### src/rtl/base64url_stream_encoder_assert.svh
// assertion macros shared by the base64url encoder modules
`ifndef BASE64URL_STREAM_ENCODER_ASSERT_SVH
`define BASE64URL_STREAM_ENCODER_ASSERT_SVH

// condition implies consequence in the same cycle
`define B64U_ASSERT_NOW(label, cond, conseq, msg) \
  label: assert property (@(posedge clk) disable iff (rst) (cond) |-> (conseq)) \
    else $error(msg);

// condition implies consequence in the next cycle
`define B64U_ASSERT_NEXT(label, cond, conseq, msg) \
  label: assert property (@(posedge clk) disable iff (rst) (cond) |=> (conseq)) \
    else $error(msg);

`endif

### src/rtl/b64u_pkg.sv
// shared types, constants and the character table of the base64url encoder
package b64u_pkg;

  // default depth of the job queue between front and back
  localparam int unsigned B64U_QUEUE_DEPTH = 2;

  // one encoding job: one or two six-bit codes for a single input byte
  typedef struct packed {
    logic [5:0] first;
    logic [5:0] second;
    logic       two;
    logic       last;
  } b64u_job_t;

  // url-safe alphabet lookup: six-bit code to ascii
  function automatic logic [7:0] b64u_char(input logic [5:0] six);
    logic [7:0] code;
    code = {2'b00, six};
    if (six < 6'd26) begin
      b64u_char = code + 8'd65;
    end else if (six < 6'd52) begin
      b64u_char = code + 8'd71;
    end else if (six < 6'd62) begin
      b64u_char = code - 8'd4;
    end else if (six == 6'd62) begin
      b64u_char = 8'd45;
    end else begin
      b64u_char = 8'd95;
    end
  endfunction

endpackage

### src/rtl/b64u_front.sv
// front end: accepts bytes, tracks group position and leftover bits, forms jobs
module b64u_front
  import b64u_pkg::*;
(
  input  logic       clk,
  input  logic       rst,
  input  logic       accept,
  input  logic [7:0] data_byte,
  input  logic       end_of_message,
  output b64u_job_t  job
);

  localparam logic [1:0] POS_FIRST  = 2'd0;
  localparam logic [1:0] POS_SECOND = 2'd1;
  localparam logic [1:0] POS_THIRD  = 2'd2;

  logic [1:0] group_position;
  logic [1:0] group_position_next;
  logic [3:0] leftover_bits;
  logic [3:0] leftover_bits_next;

  // split the byte into codes by its place in the group
  always_comb begin
    job.last = end_of_message;
    case (group_position)
      POS_SECOND: begin
        job.first           = {leftover_bits[1:0], data_byte[7:4]};
        job.second          = {data_byte[3:0], 2'b00};
        job.two             = end_of_message;
        group_position_next = POS_THIRD;
        leftover_bits_next  = data_byte[3:0];
      end
      POS_THIRD: begin
        job.first           = {leftover_bits, data_byte[7:6]};
        job.second          = data_byte[5:0];
        job.two             = 1'b1;
        group_position_next = POS_FIRST;
        leftover_bits_next  = 4'd0;
      end
      default: begin
        // start of group, and the unused position wraps to here
        job.first           = data_byte[7:2];
        job.second          = {data_byte[1:0], 4'b0000};
        job.two             = end_of_message;
        group_position_next = POS_SECOND;
        leftover_bits_next  = {2'b00, data_byte[1:0]};
      end
    endcase
    // a message end restarts the group
    if (end_of_message) begin
      group_position_next = POS_FIRST;
      leftover_bits_next  = 4'd0;
    end
  end

  // group state update on each accepted item
  always_ff @(posedge clk) begin
    if (rst) begin
      group_position <= POS_FIRST;
      leftover_bits  <= 4'd0;
    end else if (accept) begin
      group_position <= group_position_next;
      leftover_bits  <= leftover_bits_next;
    end
  end

endmodule

### src/rtl/b64u_fifo.sv
// small register queue carrying jobs from front to back
`include "base64url_stream_encoder_assert.svh"
module b64u_fifo
  import b64u_pkg::*;
#(
  parameter int unsigned WIDTH = $bits(b64u_job_t),
  parameter int unsigned DEPTH = B64U_QUEUE_DEPTH
)
(
  input  logic             clk,
  input  logic             rst,
  input  logic             wr_en,
  input  logic [WIDTH-1:0] wr_data,
  input  logic             rd_en,
  output logic [WIDTH-1:0] rd_data,
  output logic             full,
  output logic             empty
);

  localparam int unsigned PTR_W = $clog2(DEPTH);
  localparam int unsigned CNT_W = $clog2(DEPTH + 1);
  localparam logic [PTR_W-1:0] LAST_PTR = PTR_W'(DEPTH - 1);
  localparam logic [CNT_W-1:0] FULL_CNT = CNT_W'(DEPTH);

  logic [WIDTH-1:0] slots [DEPTH];
  logic [PTR_W-1:0] wr_ptr;
  logic [PTR_W-1:0] rd_ptr;
  logic [CNT_W-1:0] count;
  logic             do_wr;
  logic             do_rd;

  // status and qualified strobes
  assign full    = (count == FULL_CNT);
  assign empty   = (count == '0);
  assign do_wr   = wr_en && !full;
  assign do_rd   = rd_en && !empty;
  assign rd_data = slots[rd_ptr];

  // pointers and fill count
  always_ff @(posedge clk) begin
    if (rst) begin
      wr_ptr <= '0;
      rd_ptr <= '0;
      count  <= '0;
    end else begin
      if (do_wr) begin
        wr_ptr <= (wr_ptr == LAST_PTR) ? '0 : wr_ptr + 1'b1;
      end
      if (do_rd) begin
        rd_ptr <= (rd_ptr == LAST_PTR) ? '0 : rd_ptr + 1'b1;
      end
      if (do_wr && !do_rd) begin
        count <= count + 1'b1;
      end else if (do_rd && !do_wr) begin
        count <= count - 1'b1;
      end
    end
  end

  // storage
  always_ff @(posedge clk) begin
    if (do_wr) begin
      slots[wr_ptr] <= wr_data;
    end
  end

  `B64U_ASSERT_NOW(a_count_bound, 1'b1, count <= FULL_CNT, "queue count beyond depth")
  `B64U_ASSERT_NEXT(a_count_push, do_wr && !do_rd, count == $past(count) + 1'b1, "lost push")
  `B64U_ASSERT_NEXT(a_count_pop, do_rd && !do_wr, count == $past(count) - 1'b1, "lost pop")

endmodule

### src/rtl/b64u_back.sv
// back end: turns jobs into characters, one per cycle while the receiver pops, through an output register
`include "base64url_stream_encoder_assert.svh"
module b64u_back
  import b64u_pkg::*;
(
  input  logic       clk,
  input  logic       rst,
  input  logic       job_empty,
  input  b64u_job_t  job,
  output logic       job_pop,
  output logic [7:0] out_char,
  output logic       last_char,
  output logic       empty,
  input  logic       pop
);

  logic       out_valid;
  logic       pending;
  logic [5:0] second_six;
  logic       second_last;
  logic       slot_free;

  // output slot frees when empty or being taken
  assign slot_free = !out_valid || pop;
  assign job_pop   = slot_free && !pending && !job_empty;
  assign empty     = !out_valid;

  // control: output valid and waiting second character
  always_ff @(posedge clk) begin
    if (rst) begin
      out_valid <= 1'b0;
      pending   <= 1'b0;
    end else if (slot_free) begin
      if (pending) begin
        out_valid <= 1'b1;
        pending   <= 1'b0;
      end else if (!job_empty) begin
        out_valid <= 1'b1;
        pending   <= job.two;
      end else begin
        out_valid <= 1'b0;
      end
    end
  end

  // payload: character and last mark
  always_ff @(posedge clk) begin
    if (slot_free) begin
      if (pending) begin
        out_char  <= b64u_char(second_six);
        last_char <= second_last;
      end else if (!job_empty) begin
        out_char    <= b64u_char(job.first);
        last_char   <= job.last && !job.two;
        second_six  <= job.second;
        second_last <= job.last;
      end
    end
  end

  `B64U_ASSERT_NOW(a_pending_shown, pending, out_valid, "second character waits with no output")
  `B64U_ASSERT_NOW(a_pop_slot, job_pop, slot_free && !pending, "job taken while output busy")
  `B64U_ASSERT_NEXT(a_two_pending, job_pop && job.two, pending && out_valid, "second character lost")

endmodule

### src/rtl/base64url_stream_encoder.sv
// Base64url encoder without padding: one raw byte per pushed item, end_of_message on the last
// byte; characters (A-Z a-z 0-9 - _) come out one per popped item, last_char on the final one.
// A byte is accepted in any cycle while the job queue (two entries by default) has room; its
// job passes through the queue and then the output register. The output register delivers one
// character per cycle while it is popped, so a byte that yields two characters (third of a
// group, or the last byte) holds it for both, and no new job is taken until the second is out.
module base64url_stream_encoder
  import b64u_pkg::*;
#(
  parameter int unsigned QUEUE_DEPTH = B64U_QUEUE_DEPTH
)
(
  input  logic       clk,
  input  logic       rst,
  input  logic       push,
  output logic       full,
  input  logic [7:0] data_byte,
  input  logic       end_of_message,
  output logic       empty,
  input  logic       pop,
  output logic [7:0] out_char,
  output logic       last_char
);

  localparam int unsigned JOB_W = $bits(b64u_job_t);

  b64u_job_t        front_job;
  b64u_job_t        back_job;
  logic [JOB_W-1:0] queue_rd_data;
  logic             queue_empty;
  logic             queue_pop;
  logic             accept;

  // input item handshake
  assign accept   = push && !full;
  assign back_job = b64u_job_t'(queue_rd_data);

  // front: classify bytes
  b64u_front u_front (
    .clk            (clk),
    .rst            (rst),
    .accept         (accept),
    .data_byte      (data_byte),
    .end_of_message (end_of_message),
    .job            (front_job)
  );

  // queue between front and back
  b64u_fifo #(
    .WIDTH (JOB_W),
    .DEPTH (QUEUE_DEPTH)
  ) u_fifo (
    .clk     (clk),
    .rst     (rst),
    .wr_en   (accept),
    .wr_data (JOB_W'(front_job)),
    .rd_en   (queue_pop),
    .rd_data (queue_rd_data),
    .full    (full),
    .empty   (queue_empty)
  );

  // back: emit characters
  b64u_back u_back (
    .clk       (clk),
    .rst       (rst),
    .job_empty (queue_empty),
    .job       (back_job),
    .job_pop   (queue_pop),
    .out_char  (out_char),
    .last_char (last_char),
    .empty     (empty),
    .pop       (pop)
  );

endmodule

### config.mk
export PLATFORM = sky130hd
export DESIGN_NAME = base64url_stream_encoder
export DESIGN_NICKNAME = d
export VERILOG_FILES = /design/src/rtl/b64u_pkg.sv /design/src/rtl/b64u_front.sv /design/src/rtl/b64u_fifo.sv /design/src/rtl/b64u_back.sv /design/src/rtl/base64url_stream_encoder.sv
export VERILOG_INCLUDE_DIRS = /design/src /design/src/rtl
export SDC_FILE = /design/constraint.sdc
export NUM_CORES = 1
export LEC_CHECK = 0
export BUFFER_PORTS_ARGS = -buffer_cell sky130_fd_sc_hd__clkbuf_2
export CAP_MARGIN = 15
export CORE_MARGIN = 4
export CORE_UTILIZATION = 40
export CTS_CLUSTER_SIZE = 16
export DETAILED_ROUTE_END_ITERATION = 6
export GPL_ROUTABILITY_DRIVEN = 1
export SLEW_MARGIN = 20
export SYNTH_ARGS = -nofsm -noshare
export SYNTH_HDL_FRONTEND = slang
export SYNTH_SLANG_ARGS = --single-unit
### constraint.sdc
create_clock -name clk -period 2.13 [get_ports clk]
set_input_delay 0.1065 -clock clk [delete_from_list [all_inputs] [get_ports clk]]
set_output_delay 0.1065 -clock clk [all_outputs]
set_load 0.02 [all_outputs]
==> results of run 1 <==
Yosys cell counts (4+ instances only):
cell and instances:
inv_1 17, a21o_1 5, edfxtp_1 44, a21oi_1 20, nor2_1 28, nand2_1 28, a22oi_1 16, xor2_1 4
o21ai_0 15, clkbuf_1 9, nor3_1 4, ha_1 15, nand3_1 6, dfxtp_1 13, o211ai_1 5, mux2_2 9
how the worst max path moves through the flow:
stage | start | to | depth (start not counted)
floorplan | register | u_back.out_char[2]$_DFFE_PP_ | 9
detailed placement | register | u_back.out_char[2]$_DFFE_PP_ | 8
CTS | register | u_back.out_char[1]$_DFFE_PP_ | 7
finish | register | u_back.out_char[4]$_DFFE_PP_ | 8
global route | register | u_back.out_char[2]$_DFFE_PP_ | 7
global placement | register | u_back.out_char[2]$_DFFE_PP_ | 8
critical path: stages (launching register included):
cell and delay (ns):
dfxtp_4 0.37, mux2i_4 0.19, buf_4 0.14, ha_1 0.21, nand4b_1 0.20, and2_4 0.21
buf_4 0.14, a221o_1 0.33, a21oi_2 0.11
cell type report:
cell class	instances	share of cell area (%)
Inverter	18	1.69
Multi-Input combinational cell	218	40.2
Clock buffer	9	3.10
Sequential cell	57	39.7
Timing Repair Buffer	61	10.1
Tap cell	102	3.20
Clock inverter	7	1.94
state kept, by name, indices dropped and copies added, names as in the netlist, named ones only:
| signal | flops |
|---|---|
| u_back.last_char | 1 |
| u_back.out_char | 8 |
| u_back.out_valid | 1 |
| u_back.pending | 1 |
| u_back.second_last | 1 |
| u_back.second_six | 6 |
| u_fifo.count | 2 |
| u_fifo.rd_ptr | 1 |
| u_fifo.slots | 28 |
| u_fifo.wr_ptr | 1 |
| u_front.group_position | 2 |
| u_front.leftover_bits | 4 |
timing repair:
item	4_1_cts	5_1_grt
setup buffers	0	5
resized for setup	7	21
setup endpoints to repair	4	5
pin swaps	1	5
layer usage:
layer / GRT usage, % / share of wire, % / vias up
li1: - / - / 1269
met1: 20.8 / 46 / 1148
met2: 23.5 / 48 / 63
met3: 4.29 / 4.0 / 13
met4: 6.07 / 2.2 / 0
met5: 0 / 0 / -
cells by family (layout without fill, tap and decap cells):
group / count (synthesis) / in the layout / share of synthesized area [%]
multiplexers: 13 / 13 / 5.05
XOR/XNOR: 7 / 7 / 1.90
flip-flops: 57 / 57 / 49.1
buffers and inverters: 33 / 95 / 4.66
adder cells (fa/ha/maj): 15 / 15 / 5.82
AO/OA/AOI/OAI: 88 / 88 / 18.7
AND/OR/NAND/NOR: 95 / 95 / 14.8
power breakdown:
group | leakage, uW | switching [uW] | total [uW] | internal, uW
registers | 0.000525 | 225 | 1830 | 1610
clock network | 0.000100 | 467 | 1020 | 549
logic | 0.000908 | 1390 | 2540 | 1150
per-stage QoR:
stage	power, uW	util, %
6_report	5390	51.4
5_1_grt	5780	51.4
4_1_cts	5200	49.8
3_5_place_dp	4140	47.0
3_3_place_gp	4100	47.0
2_1_floorplan	3370	-
==> results.md, run 1 <==
* Worst-Margin Slew at 0.511 ns
* Grt total ovfl at 0
* Area occupied by multi-input gates at 1610 um^2
* Clock transition at path regs at 0.07 ns
* Max_slew headroom at 65.9%
* CP endpoint kind: register
* R2R setup slack at 0.08 ns
* Avg Cell Area, Syn at 10.5 um^2
* Chip height at 97.8 um
* Initial core utilization at 41.5%
* Bufs on Longest Clock Path at 2
* Vias in the first global route at 2464
* Total DRC errors in the routed layout at 0
* I/O Pins at 24
* Leakage at 0.00153 uW
* Total Die Area at 9560 um^2
* Port bufs at 23
* Most frequent cells in the layout: 44 x edfxtp_1, 37 x buf_4, 27 x nand2_1
* Die X at 97.8 um
* Finished Layout Cells at 472
* Final Hold Fails at 0
* Synth area leader: edfxtp_1
* Top cells by area, synth: edfxtp_1 41%, dfxtp_1 8.1%, ha_1 5.8%, a22oi_1 3.7%, nand2_1 3.3%
* F_max at 487 MHz
* Commonest non-fill, non-tap cell in the layout: edfxtp_1
* Area taken by flip-flops and latches at 1590 um^2
* Routed wire length at 7200 um
* Filler cells at 743
* Gpl congestion at 0.849
* Async S/R FF share, synth at 0%
* Setup TNS at 0 ns
* Drt via density at 5.28
* Hold buffers post-CTS at 0
* Vias at 2493
* Synth top area share at 41.0%
* Final hold slack at 0.0598 ns
* Syn Std Cell Area at 3220 um^2
* Std cell rows at 32
* Share of cells above drive strength 1 at 31.9%
* Worst-path maximum fanout at 4
* Antenna-violating nets left at 0
* Drt wl/cell at 15.2 um
* Nets at 393
* Hold Crit Endpoint: u_fifo.slots[0][0]$_DFFE_PP_
* Status: finished, final reports clean
* Cells after Synth at 308
* Final-report setup violation count at 0
* Fin crit share at 96.5%
* TritonCTS Sinks at 57
* CP required at 2.32 ns
* Worst Path Arrival at 2.24 ns
* Area after DPL at 3650 um^2
* Critical R2R Capture: u_back.out_char[4]$_DFFE_PP_
* Hold depth at 1
* H-Tree Level Count at 3
* Total CTS buffers at 9
* Critical Path Start Type: register
* CTS root buffer: clkbuf_8
* Hold WC Path Type: input pin to register
* DR iter-0 viols at 120
* Fin crit period at 2.05 ns
* Unrepaired setup endpoints after global routing: yes
* Worst skew pair latency at 0.33 ns
* Register area share after synthesis at 49.1%
* Pin count of the biggest net entering global routing at 22
* Final instance area at 3990 um^2
* Primary FF master, synth: edfxtp_1
* Area delta synth->final at 23.9%
* First-pass GRT wire length at 11800 um
* Cell variety after synth at 64
* Diode count at 0
* Maximum vdd drop at 0.537 mV
* Initial antenna violation count at 0
* HP Start: end_of_message
* Slew Limit Fails at 0
* Gr usage total at 15.4%
* Dpl ws at -0.142 ns
* Setup ws final at 0.0754 ns
* R2R cell count at 8
* Yosys reg bits at 57
* Post-route clock skew at 0.00959 ns
* Detailed Place HPWL at 5290 um
* Max-cap violations at 0
* Post-synthesis net count at 336
* Pwr Density at 1350 nW/um^2
* DP Cell Count at 451
* Number of flops mapped to enable cells by yosys at 44
* Crit Path Class: register to register
* YS warnings at 0
* Core footprint at 7770 um^2
* Detailed Routing Iterations Pass 1 at 5
* CTS tree: built
(Power assumes the default switching activity.)
==> inputs of run 2 (changes only) <==
--- a/config.mk
+++ b/config.mk
@@ -8,11 +8,14 @@
 export LEC_CHECK = 0
 export BUFFER_PORTS_ARGS = -buffer_cell sky130_fd_sc_hd__clkbuf_2
 export CAP_MARGIN = 15
+export CELL_PAD_IN_SITES_DETAIL_PLACEMENT = 1
+export CELL_PAD_IN_SITES_GLOBAL_PLACEMENT = 2
 export CORE_MARGIN = 4
-export CORE_UTILIZATION = 40
+export CORE_UTILIZATION = 36
 export CTS_CLUSTER_SIZE = 16
 export DETAILED_ROUTE_END_ITERATION = 6
 export GPL_ROUTABILITY_DRIVEN = 1
+export PLACE_DENSITY_LB_ADDON = 0.1
 export SLEW_MARGIN = 20
 export SYNTH_ARGS = -nofsm -noshare
 export SYNTH_HDL_FRONTEND = slang
==> run 2 against run 1 <==
  * Clock-buffer cell count increased by 1
  * Sequential cell count unchanged
  * Total power increased by 2.0%
  * Via count increased by 4.3%
  * Core utilization decreased by 5.1 points
  * Setup slack got worse by 0.025 ns
  * Clock power about the same
  * Register-to-register slack got worse by 0.02 ns
  * Global-route usage increased by 1.7 points
  * Critical path depth increased by 1
  * Sequential power about the same
  * Critical endpoint is now u_back.out_char[3]$_DFFE_PP_
==> results.md, run 2 (synthesis gave the netlist of run 1 again) <==
* Fin crit share at 97.6% (was 96.5%)
* WP buf/inv at 2 (unchanged)
* Share of cells above drive strength 1 at 33.1% (was 31.9%)
* Port bufs at 23 (unchanged)
* Status: finished, final reports clean (unchanged)
* Diode count at 0 (unchanged)
* Detailed Routing Iterations Pass 1 at 4 (was 5)
* Routed wire length at 8390 um (was 7200 um)
* CP max-delay cell: edfxtp_1 (was dfxtp_4)
* Max_slew headroom at 71.3% (was 65.9%)
* Chip height at 103 um (was 97.8 um)
* Hold buffers post-CTS at 0 (unchanged)
* Pin count of the biggest net entering global routing at 19 (was 22)
* First-pass GRT wire length at 13600 um (was 11800 um)
* Crit Path Class: register to register (unchanged)
* R2R setup slack at 0.05 ns (was 0.08 ns)
* Critical R2R Capture: u_back.out_char[3]$_DFFE_PP_ (was u_back.out_char[4]$_DFFE_PP_)
* Final-report setup violation count at 0 (unchanged)
* Total CTS buffers at 9 (unchanged)
* Bufs on Longest Clock Path at 2 (unchanged)
* CP required at 2.22 ns (was 2.32 ns)
* Initial core utilization at 37.0% (was 41.5%)
* Nets at 401 (was 393)
* Maximum vdd drop at 0.351 mV (was 0.537 mV)
* Filler cells at 964 (was 743)
* TritonCTS Sinks at 57 (unchanged)
* Hold WC Path Type: input pin to register (unchanged)
* Dpl ws at -0.192 ns (was -0.142 ns)
* Kind of cell adding the most delay to the critical path: simple AND/OR/NAND/NOR gates (was compound AO/OA/AOI/OAI gates)
* DR iter-0 viols at 62 (was 120)
* Post-route clock skew at 0.0117 ns (was 0.00959 ns)
* Setup TNS at 0 ns (unchanged)
* Gr usage total at 17.1% (was 15.4%)
* I/O Pins at 24 (unchanged)
* Gpl congestion at 0.848 (was 0.849)
* Core footprint at 8720 um^2 (was 7770 um^2)
* Vias in the first global route at 2678 (was 2464)
* Unrepaired setup endpoints after global routing: yes (unchanged)
* Crit. Startpoint: u_fifo.slots[0][10]$_DFFE_PP_
* Grt total ovfl at 0 (unchanged)
* Fin crit period at 2.08 ns (was 2.05 ns)
* Setup ws final at 0.0508 ns (was 0.0754 ns)
* Commonest non-fill, non-tap cell in the layout: buf_4 (was edfxtp_1)
* Slew Limit Fails at 0 (unchanged)
* CTS tree: built (unchanged)
* Worst skew pair latency at 0.33 ns (about the same)
* Most frequent cells in the layout: 46 x buf_4, 44 x edfxtp_1, 27 x nand2_1 (was 44 x edfxtp_1, 37 x buf_4, 27 x nand2_1)
* Total Die Area at 10500 um^2 (was 9560 um^2)
* Clock transition at path regs at 0.07 ns (about the same)
* Setup crit end: u_back.out_char[3]$_DFFE_PP_ (was u_back.out_char[4]$_DFFE_PP_)
* Final Hold Fails at 0 (unchanged)
* Largest registers: u_fifo.slots (28), u_back.out_char (8), u_back.second_six (6) (unchanged)
* Leakage at 0.00157 uW (was 0.00153 uW)
* Critical path depth at 9 (was 8)
* H-Tree Level Count at 3 (unchanged)
* R2r startpoint: u_fifo.slots[0][10]$_DFFE_PP_
* Max-cap violations at 0 (unchanged)
* Area occupied by multi-input gates at 1580 um^2 (was 1610 um^2)
* Antenna-violating nets left at 0 (unchanged)
* Most flops, register: u_fifo.slots (unchanged)
* Worst Path Arrival at 2.17 ns (was 2.24 ns)
* CTS root buffer: clkbuf_8 (unchanged)
* Critical Path Start Type: register (unchanged)
* Area taken by flip-flops and latches at 1590 um^2 (unchanged)
* Die X at 103 um (was 97.8 um)
* Std cell rows at 34 (was 32)
* Worst-path maximum fanout at 4 (unchanged)
* Largest register FFs at 28 (unchanged)
* R2R cell count at 9 (was 8)
* F_max at 481 MHz (was 487 MHz)
* Area delta synth->final at 25.3% (was 23.9%)
* Total DRC errors in the routed layout at 0 (unchanged)
* Detailed Place HPWL at 6380 um (was 5290 um)
* Drt via density at 5.35 (was 5.28)
* Drt wl/cell at 17.3 um (was 15.2 um)
* Initial antenna violation count at 0 (unchanged)
* Pwr Density at 1360 nW/um^2 (was 1350 nW/um^2)
* Max stage delay on crit path at 0.41 ns (was 0.37 ns)
* Crit-path cells: mux2_4 > inv_4 > ha_1 > nand4b_1 > nand2_2 > or2_4 > buf_4 > o211ai_1 > a22o_1 (was mux2i_4 > buf_4 > ha_1 > nand4b_1 > and2_4 > buf_4 > a221o_1 > a21oi_2)
* Worst-Margin Slew at 0.430 ns (was 0.511 ns)
* Vias at 2599 (was 2493)
* CP endpoint kind: register (unchanged)
## run 2: repair_timing
action | in CTS | in global routing
endpoints found under the setup margin | 6 | 6
setup buffers | 2 | 4
pin swaps | 1 | 5
endpoints found under the hold margin | 0 | 0
gates resized for setup | 9 | 14
## run 2: layout make-up
cell class	instances	area share, %
timing repair buffer	69	11.4
clock buffer	10	3.41
clock inverter	6	1.67
inverter	18	1.73
multi-input combinational	218	39.2
sequential	57	39.2
tap	108	3.34
## run 2: stage by stage
step           cells  instance area (um^2)  utilization, %  hold WS, ns  total power, uW
2_1_floorplan    308                  3240               -        0.176             3370
3_3_place_gp     464                  3710            42.5        0.406             4250
3_5_place_dp     464                  3710            42.5        0.407             4290
4_1_cts          482                  3950            45.3       0.0449             5410
5_1_grt          486                  4040            46.3       0.0424             5920
6_report         486                  4040            46.3       0.0612             5490
## run 2: worst register-to-register path, delay by kind of cell (launching register included)
kind / cells / cell delay (ns)
buf+inv: 2 / 0.18
flops: 1 / 0.41
simple gates: 3 / 0.43
mux: 1 / 0.32
fa+ha+maj: 1 / 0.20
compound gates: 2 / 0.30
## run 2: report_power, final
group / internal, uW / total [uW] / switching (uW)
clock: 573 / 1030 / 458
sequential: 1610 / 1840 / 229
combinational: 1200 / 2630 / 1430
## run 2: worst min-delay path by stage
stage / from / endpoint / cells past startpoint
floorplan: rst / u_back.out_valid$_SDFFE_PP0N_ / 1
global placement: end_of_message / u_fifo.slots[0][0]$_DFFE_PP_ / 1
detailed placement: end_of_message / u_fifo.slots[1][0]$_DFFE_PP_ / 1
CTS: end_of_message / u_fifo.slots[0][0]$_DFFE_PP_ / 1
global route: end_of_message / u_fifo.slots[0][0]$_DFFE_PP_ / 1
finish: end_of_message / u_fifo.slots[0][0]$_DFFE_PP_ / 1
## run 2: metal layers
| metal | vias to the layer above | track usage, % | routed length (um) | part of all wire (%) |
|---|---|---|---|---|
| met5 | - | 0 | 0 | 0 |
| met4 | 0 | 6.36 | 138 | 1.6 |
| met2 | 40 | 29.1 | 4240 | 51 |
| met3 | 9 | 3.38 | 251 | 3.0 |
| li1 | 1284 | - | - | - |
| met1 | 1266 | 21.5 | 3760 | 45 |
